<file path="config.mk">
export PLATFORM = sky130hd
export DESIGN_NAME = dictionary_index_unpacker
export DESIGN_NICKNAME = d
export VERILOG_FILES = /design/src/diu_pkg.sv /design/src/diu_front.sv /design/src/diu_queue.sv /design/src/diu_back.sv /design/src/dictionary_index_unpacker.sv
export VERILOG_INCLUDE_DIRS = /design/src /design/src/src
export SDC_FILE = /design/constraint.sdc
export NUM_CORES = 1
export LEC_CHECK = 0
export BUFFER_PORTS_ARGS = -buffer_cell sky130_fd_sc_hd__buf_2
export CAP_MARGIN = 20
export CORE_MARGIN = 4
export CORE_UTILIZATION = 55
export DETAILED_ROUTE_END_ITERATION = 10
export PLACE_DENSITY = 0.72
export SYNTH_ARGS = -nofsm -noshare
export SYNTH_HDL_FRONTEND = slang
export SYNTH_SLANG_ARGS = --single-unit
</file>
<file path="constraint.sdc">
create_clock -name clk_i -period 10 [get_ports clk_i]
set_input_delay 2 -clock clk_i [delete_from_list [all_inputs] [get_ports clk_i]]
set_output_delay 2 -clock clk_i [all_outputs]
set_load 0.1 [all_outputs]
</file>
<file path="src/assert_macros.svh">
// Assertion macros used by the top-level RTL file.
`ifndef ASSERT_MACROS_SVH
`define ASSERT_MACROS_SVH

`ifndef ASSERT_OFF
`define DIU_ASSERT(label, clk, rst_n, prop) \
  label: assert property (@(posedge clk) disable iff (!rst_n) (prop)) \
    else $error("assertion failed");
`define DIU_ASSERT_NEXT(label, clk, rst_n, cond, prop) \
  label: assert property (@(posedge clk) disable iff (!rst_n) (cond) |=> (prop)) \
    else $error("assertion failed");
`else
`define DIU_ASSERT(label, clk, rst_n, prop)
`define DIU_ASSERT_NEXT(label, clk, rst_n, cond, prop)
`endif

`endif

</file>
<file path="src/diu_pkg.sv">
// Types, constants and helpers for the dictionary index unpacker.
`default_nettype none
package diu_pkg;

  localparam int MaxSymbols = 16;
  localparam int SizeBits   = 5;
  localparam int IdxBits    = 4;
  localparam int CharBits   = 7;
  localparam int CarryBits  = 3;
  localparam int QueueBits  = CharBits + CarryBits;
  localparam int MaxGroups  = 4;
  localparam int SymBits    = 8;
  localparam int DictBits   = MaxSymbols * SymBits;

  typedef enum logic [1:0] {
    RegDictSize    = 2'd0,
    RegEntriesLow  = 2'd1,
    RegEntriesHigh = 2'd2
  } reg_idx_e;

  typedef struct packed {
    logic [QueueBits-1:0] bits;
    logic [2:0]           ngroups;
    logic [2:0]           width;
  } job_t;

  typedef struct packed {
    logic [SizeBits-1:0] size;
    logic [DictBits-1:0] entries;
  } dict_cfg_t;

  function automatic logic [SizeBits-1:0] eff_size(input logic [SizeBits-1:0] size);
    if (size > SizeBits'(MaxSymbols)) begin
      return SizeBits'(MaxSymbols);
    end
    return size;
  endfunction

  function automatic logic [2:0] group_width(input logic [SizeBits-1:0] size);
    if (size <= SizeBits'(4)) begin
      return 3'd2;
    end
    if (size <= SizeBits'(8)) begin
      return 3'd3;
    end
    return 3'd4;
  endfunction

endpackage
`default_nettype wire

</file>
<file path="src/diu_front.sv">
// Front end: merges carry bits with each character and counts its groups.
`default_nettype none
module diu_front (
  input  wire logic                         clk_i,
  input  wire logic                         rst_ni,
  input  wire logic                         in_valid_i,
  output logic                              in_stall_o,
  input  wire logic [diu_pkg::CharBits-1:0] code_char_i,
  input  wire logic                         stream_start_i,
  input  wire logic [2:0]                   width_i,
  input  wire logic                         clear_i,
  output logic                              push_o,
  output diu_pkg::job_t                     job_o,
  input  wire logic                         full_i
);
  import diu_pkg::*;

  logic [CarryBits-1:0] carry_bits_q, carry_bits_d;
  logic [1:0]           carry_count_q, carry_count_d;
  logic [1:0]           cnt;
  logic [CarryBits-1:0] cbits;
  logic [QueueBits-1:0] queue;
  logic [QueueBits-1:0] left;
  logic [3:0]           qlen;
  logic [3:0]           rem;
  logic [1:0]           rem_cap;
  logic [2:0]           ngroups;
  logic                 accept;

  assign in_stall_o = full_i;
  assign accept     = in_valid_i && !full_i;
  assign push_o     = accept;

  always_comb begin
    cnt   = stream_start_i ? 2'd0 : carry_count_q;
    cbits = stream_start_i ? '0 : carry_bits_q;
    queue = ({{CarryBits{1'b0}}, code_char_i} << cnt) | {{CharBits{1'b0}}, cbits};
    qlen  = 4'(cnt) + 4'(CharBits);
    rem     = qlen;
    ngroups = '0;
    for (int i = 0; i < MaxGroups; i++) begin
      if (rem >= {1'b0, width_i}) begin
        rem     = rem - {1'b0, width_i};
        ngroups = ngroups + 3'd1;
      end
    end
    rem_cap = (rem > 4'd3) ? 2'd3 : rem[1:0];
    left    = queue >> (qlen - rem);
    job_o.bits    = queue;
    job_o.ngroups = ngroups;
    job_o.width   = width_i;
    carry_count_d = carry_count_q;
    carry_bits_d  = carry_bits_q;
    if (clear_i) begin
      carry_count_d = '0;
      carry_bits_d  = '0;
    end else if (accept) begin
      carry_count_d = rem_cap;
      carry_bits_d  = left[CarryBits-1:0] & ((CarryBits'(1) << rem_cap) - CarryBits'(1));
    end
  end

  always_ff @(posedge clk_i or negedge rst_ni) begin
    if (!rst_ni) begin
      carry_bits_q  <= '0;
      carry_count_q <= '0;
    end else begin
      carry_bits_q  <= carry_bits_d;
      carry_count_q <= carry_count_d;
    end
  end

endmodule
`default_nettype wire

</file>
<file path="src/diu_queue.sv">
// Two-entry job queue between front and back.
`default_nettype none
module diu_queue (
  input  wire logic          clk_i,
  input  wire logic          rst_ni,
  input  wire logic          push_i,
  input  diu_pkg::job_t      job_i,
  output logic               full_o,
  input  wire logic          pop_i,
  output logic               valid_o,
  output diu_pkg::job_t      head_o
);
  import diu_pkg::*;

  job_t       mem_q [2];
  logic       wr_ptr_q, rd_ptr_q;
  logic [1:0] count_q, count_d;

  assign full_o  = (count_q == 2'd2);
  assign valid_o = (count_q != 2'd0);
  assign head_o  = mem_q[rd_ptr_q];

  always_comb begin
    count_d = count_q;
    if (push_i && !pop_i) begin
      count_d = count_q + 2'd1;
    end else if (pop_i && !push_i) begin
      count_d = count_q - 2'd1;
    end
  end

  always_ff @(posedge clk_i or negedge rst_ni) begin
    if (!rst_ni) begin
      wr_ptr_q <= 1'b0;
      rd_ptr_q <= 1'b0;
      count_q  <= '0;
    end else begin
      count_q <= count_d;
      if (push_i) begin
        wr_ptr_q <= !wr_ptr_q;
      end
      if (pop_i) begin
        rd_ptr_q <= !rd_ptr_q;
      end
    end
  end

  always_ff @(posedge clk_i) begin
    if (push_i) begin
      mem_q[wr_ptr_q] <= job_i;
    end
  end

endmodule
`default_nettype wire

</file>
<file path="src/diu_back.sv">
// Back end: slices one group per cycle while the output is not stalled, looks it up and registers the beat.
`default_nettype none
module diu_back (
  input  wire logic                        clk_i,
  input  wire logic                        rst_ni,
  input  wire logic                        job_valid_i,
  input  diu_pkg::job_t                    job_i,
  output logic                             pop_o,
  input  diu_pkg::dict_cfg_t               cfg_i,
  output logic                             out_valid_o,
  input  wire logic                        out_stall_i,
  output logic [diu_pkg::SymBits-1:0]      symbol_o,
  output logic                             bad_index_o,
  output logic                             last_in_run_o
);
  import diu_pkg::*;

  logic [1:0]           grp_q;
  logic                 out_valid_q;
  logic [SymBits-1:0]   symbol_q;
  logic                 bad_q, last_q;
  logic                 adv, fire, is_last, bad;
  logic [4:0]           sh;
  logic [QueueBits-1:0] grp_bits;
  logic [IdxBits-1:0]   mask, idx;
  logic [SizeBits-1:0]  size;

  assign adv     = !out_valid_q || !out_stall_i;
  assign fire    = job_valid_i && adv;
  assign is_last = ({1'b0, grp_q} + 3'd1) == job_i.ngroups;
  assign pop_o   = fire && is_last;

  always_comb begin
    size     = eff_size(cfg_i.size);
    sh       = 5'(grp_q) * 5'(job_i.width);
    grp_bits = job_i.bits >> sh;
    mask     = IdxBits'((5'd1 << job_i.width) - 5'd1);
    idx      = grp_bits[IdxBits-1:0] & mask;
    bad      = {1'b0, idx} >= size;
  end

  always_ff @(posedge clk_i or negedge rst_ni) begin
    if (!rst_ni) begin
      grp_q       <= '0;
      out_valid_q <= 1'b0;
    end else begin
      if (adv) begin
        out_valid_q <= job_valid_i;
      end
      if (fire) begin
        grp_q <= is_last ? 2'd0 : grp_q + 2'd1;
      end
    end
  end

  always_ff @(posedge clk_i) begin
    if (fire) begin
      symbol_q <= bad ? '0 : cfg_i.entries[{idx, 3'b000} +: SymBits];
      bad_q    <= bad;
      last_q   <= is_last;
    end
  end

  assign out_valid_o   = out_valid_q;
  assign symbol_o      = symbol_q;
  assign bad_index_o   = bad_q;
  assign last_in_run_o = last_q;

endmodule
`default_nettype wire

</file>
<file path="src/dictionary_index_unpacker.sv">
// Top level of the dictionary index unpacker.
//
//   channel | dir | handshake             | payload
//   in      | in  | in_valid_i/in_stall_o | code_char_i, stream_start_i
//   out     | out | out_valid_o/out_stall_i| symbol_o, bad_index_o, last_in_run_o
//   cfg     | in  | cfg_valid_i/cfg_ready_o| cfg_index_i, cfg_data_i
//
// Each character yields 1 to 4 symbols, one per cycle from the back end's
// single lookup while the output is not stalled.
// The front takes a character per cycle while the two-entry queue has room.
// Reset clears carry bits, queue and output valid; dictionary regs reset to 0.
// A stalled output holds its beat while the back end waits.
`default_nettype none
`include "assert_macros.svh"
module dictionary_index_unpacker (
  input  wire logic                         clk_i,
  input  wire logic                         rst_ni,
  input  wire logic                         in_valid_i,
  output logic                              in_stall_o,
  input  wire logic [diu_pkg::CharBits-1:0] code_char_i,
  input  wire logic                         stream_start_i,
  output logic                              out_valid_o,
  input  wire logic                         out_stall_i,
  output logic [diu_pkg::SymBits-1:0]       symbol_o,
  output logic                              bad_index_o,
  output logic                              last_in_run_o,
  input  wire logic                         cfg_valid_i,
  output logic                              cfg_ready_o,
  input  wire logic [1:0]                   cfg_index_i,
  input  wire logic [63:0]                  cfg_data_i
);
  import diu_pkg::*;

  logic [SizeBits-1:0] size_q;
  logic [63:0]         ent_lo_q, ent_hi_q;
  logic                cfg_wr, clear;
  dict_cfg_t           cfg;
  logic [2:0]          width;
  logic                push, full, pop, job_valid;
  job_t                job_in, job_head;

  assign cfg_ready_o = 1'b1;
  assign cfg_wr      = cfg_valid_i && cfg_ready_o;
  assign clear       = cfg_wr && (cfg_index_i == RegDictSize);
  assign cfg.size    = size_q;
  assign cfg.entries = {ent_hi_q, ent_lo_q};
  assign width       = group_width(eff_size(size_q));

  always_ff @(posedge clk_i or negedge rst_ni) begin
    if (!rst_ni) begin
      size_q   <= '0;
      ent_lo_q <= '0;
      ent_hi_q <= '0;
    end else if (cfg_wr) begin
      case (cfg_index_i)
        RegDictSize:    size_q   <= cfg_data_i[SizeBits-1:0];
        RegEntriesLow:  ent_lo_q <= cfg_data_i;
        RegEntriesHigh: ent_hi_q <= cfg_data_i;
        default: ;
      endcase
    end
  end

  diu_front u_front (
    .clk_i          (clk_i),
    .rst_ni         (rst_ni),
    .in_valid_i     (in_valid_i),
    .in_stall_o     (in_stall_o),
    .code_char_i    (code_char_i),
    .stream_start_i (stream_start_i),
    .width_i        (width),
    .clear_i        (clear),
    .push_o         (push),
    .job_o          (job_in),
    .full_i         (full)
  );

  diu_queue u_queue (
    .clk_i   (clk_i),
    .rst_ni  (rst_ni),
    .push_i  (push),
    .job_i   (job_in),
    .full_o  (full),
    .pop_i   (pop),
    .valid_o (job_valid),
    .head_o  (job_head)
  );

  diu_back u_back (
    .clk_i         (clk_i),
    .rst_ni        (rst_ni),
    .job_valid_i   (job_valid),
    .job_i         (job_head),
    .pop_o         (pop),
    .cfg_i         (cfg),
    .out_valid_o   (out_valid_o),
    .out_stall_i   (out_stall_i),
    .symbol_o      (symbol_o),
    .bad_index_o   (bad_index_o),
    .last_in_run_o (last_in_run_o)
  );

  `DIU_ASSERT(a_bad_zero, clk_i, rst_ni, !(out_valid_o && bad_index_o) || (symbol_o == '0))
  `DIU_ASSERT_NEXT(a_push_queued, clk_i, rst_ni, in_valid_i && !in_stall_o, job_valid)
  `DIU_ASSERT(a_good_needs_dict, clk_i, rst_ni, !(out_valid_o && !bad_index_o) || (size_q != '0))

endmodule
`default_nettype wire

</file>
==> key figures <==
Status
  – Status: completed

Timing
  – Final Hold Fails: 0
  – Final setup vio count: 0
  – Fin. max-slew vios: 0
  – Worst-Margin Slew: 1.03 ns
  – Max Freq: 107 MHz
  – Final period util: 93.5%
  – Post-Route Skew: 0.0119 ns
  – Slew margin rel.: 31.3%
  – Final setup TNS: 0 ns
  – Post-layout minimum cycle time: 9.35 ns
  – Worst setup margin: 0.646 ns
  – RSZ-0062 raised after global routing: no

Floorplanning
  – Initial core utilization: 56.4%
  – Chip Width: 144 microns
  – Die Footprint: 0.0208 sq mm
  – Num ports: 92
  – Core area: 0.0181 sq mm
  – Chip height: 144 microns
  – Placement Rows: 49

Finish
  – Nets: 983
  – Fraction of layout cells with a size suffix above 1: 37.1%
  – Post-Layout Cell Count: 1112
  – Synth-to-Final Area Change: 11.9%
  – Leading cell types in the layout, fill and taps excluded: dfrtp_1 (145), mux2_2 (142), mux2i_1 (94)
  – Post-route cell area: 0.0114 sq mm
  – Most common library cell in the layout ignoring fill and taps: dfrtp_1
  – # fillers: 1359

CTS
  – Clock tree buffer depth: 2
  – Clock sink count: 187
  – CTS root buf: clkbuf_16
  – Post-cts resize count: 0
  – CTS clk-pin slew, worst paths: 0.07 ns
  – CTS Buf Count: 17
  – Post-CTS Repair Setup Buffers: 0
  – # hold bufs at CTS: 0
  – Clock Latency Late Sink: 0.43 ns
  – CTS tree: done
  – # H-tree levels: 4

Place
  – Input/output buffers: 90
  – Pre-CTS WS: -0.0204 ns
  – Post-DP HPWL: 15900 microns
  – GP Congestion: 0.864
  – Area after DPL: 0.0108 sq mm
  – Cells after DPL: 1079

Synthesis
  – Synth Register Bits: 187
  – Mapped Cells: 782
  – Mux contribution to synthesized area: 27.8%
  – Largest cells by area after synthesis: dfrtp_1 (36%), mux2_2 (16%), edfxtp_1 (12%)
  – XOR/XNOR share of the synthesized area: 1.63%
  – Post-synthesis simple-gate area fraction: 7.06%
  – Sequential fraction of the synthesis area: 48.0%
  – Library cells used by synthesis: 73
  – Average size of a mapped cell: 13.0 sq um
  – Post-Synth Adder-Cell Area: 4.74%
  – Yosys warns: 0
  – Syn Nets: 896
  – Async SR Flop Fraction: 77.5%
  – Combinational family with the most area after synthesis: multiplexers
  – Ys flop type: dfrtp_1
  – Synth Area in Compound Gates: 7.68%
  – Post-synth EDFFs: 42
  – Cell Area, Synth: 0.0102 sq mm
  – Area leader, netlist: dfrtp_1
  – Yosys top cell area share: 35.6%

Run
  – Max cap viols: 0

Critical path
  – Worst path max stage delay: 0.43 ns
  – R2R setup slack: 1.40 ns
  – Most frequent CP cell: mux2i_1
  – CP endpoint: u_front.carry_bits_q[0]
  – Startpoint class of the critical path: input pin
  – Critical-path top delay cell: fa_1
  – Peak fanout along the critical path: 10
  – CP arrival: 9.73 ns
  – R2R Path End: u_front.carry_bits_q[0]
  – CP required: 10.37 ns
  – Crit path kind: in2reg
  – CP startpoint: stream_start_i
  – Setup crit end kind: register
  – Cells on worst reg2reg path: 38
  – Reg2reg start: size_q[1]

Min path
  – Hold Startpoint: u_back.out_valid_o
  – Hold Crit Class: reg2reg

Routing
  – Via/cell ratio: 5.88
  – Starting DRT DRC Count: 362
  – Vias: 6539
  – Aggregate routed wire length: 22100 microns
  – DR DRC count: 0
  – Avg WL per Cell: 19.9 microns
  – Drt pass-1 iters: 4
  – DRT antenna net count: 0

Global route
  – Initial antenna violation count: 1
  – First-pass GRT wire length: 35200 microns
  – Total Routing Usage GR: 21.8%
  – Pin count of the biggest net entering global routing: 74
  – Vias in the first global route: 6790
  – Gr ovfl total: 0
[stage by stage]
stage          util, %  hold slack, ns
4_1_cts           63.0           0.498
5_1_grt           63.1           0.512
3_5_place_dp      59.8           0.484
3_3_place_gp      59.8           0.473
6_report          63.1           0.494
2_1_floorplan        -           0.456
[registers in the layout, summed over array words and instances, names as in the netlist]
| register | count |
|---|---|
| u_back.bad_index_o | 1 |
| ent_hi_q | 64 |
| u_front.carry_count_q | 2 |
| ent_lo_q | 64 |
| size_q | 5 |
| u_queue.wr_ptr_q | 1 |
| u_back.last_in_run_o | 1 |
| u_front.carry_bits_q | 3 |
| u_queue.count_q | 2 |
| u_queue.rd_ptr_q | 1 |
| u_back.out_valid_o | 1 |
| u_back.grp_q | 2 |
| u_back.symbol_o | 8 |
| u_queue.mem_q | 32 |
[layout make-up]
type                    instances  area, sq um  area share [%]
multi-input cells             536         5010            43.9
flip-flops and latches        187         4890            42.9
repair buffers                103          554            4.86
clock buffers                  21          450            3.95
well taps                     229          287            2.51
clock inverters                11          120            1.05
inverters                      24         92.6           0.812
diodes                          1         2.50          0.0219
[critical path, delay by kind of cell]
family                   cells  cell delay, ns
XOR/XNOR                     1            0.15
buffers and inverters        6            0.71
AO/OA/AOI/OAI                8            1.33
multiplexers                 6            1.31
AND/OR/NAND/NOR              9            1.47
adder cells (fa/ha/maj)      8            2.74
[synth_stat cells, types with 4 or more instances]
cell type,instances
inv_2,6
buf_6,4
nand2b_1,10
edfxtp_1,42
nand2_1,32
nor2b_1,6
o21ai_2,5
a221oi_1,8
and2_1,7
mux2_2,142
o21ai_1,13
nor3_1,6
a21o_1,12
ha_1,29
mux4_2,10
clkbuf_1,16
a221o_1,7
a211oi_1,11
nand3_1,8
mux2i_1,94
a21oi_1,18
nand3b_1,6
xor2_1,9
inv_1,16
nor2_1,18
buf_4,7
fa_1,6
and2b_4,7
and3_1,4
o21ai_0,13
xnor2_1,10
dfrtp_1,145
[kinds of logic (layout without fill, tap and decap cells)]
family / after synthesis / after routing
flops: 187 / 187
compound gates: 106 / 106
fa+ha+maj: 35 / 35
xor+xnor: 19 / 19
simple gates: 124 / 124
buf+inv: 59 / 159
other cells: 1 / 2
mux: 251 / 251
[metal layers]
metal / vias up / track usage, % / share of wire, % / routed length, microns
li1: 3060 / - / - / -
met1: 3287 / 26.2 / 40 / 8940
met2: 150 / 39.1 / 53 / 11700
met3: 42 / 3.80 / 3.5 / 781
met4: 0 / 8.74 / 3.4 / 746
met5: - / 0 / 0 / 0
[worst min-delay path by stage]
stage	depth (start not counted)	end	slack [ns]
after floorplan	2	u_front.carry_bits_q[1]	0.46
after CTS	1	u_queue.wr_ptr_q	0.50
after global routing	1	ent_lo_q[46]	0.51
final	2	u_back.out_valid_o	0.49
after global placement	2	u_back.out_valid_o	0.47
after detailed placement	1	u_queue.wr_ptr_q	0.48
Power is left out: the tool's default activity adds up to more than one toggle a clock period on the data nets, which glitch-free logic cannot reach.
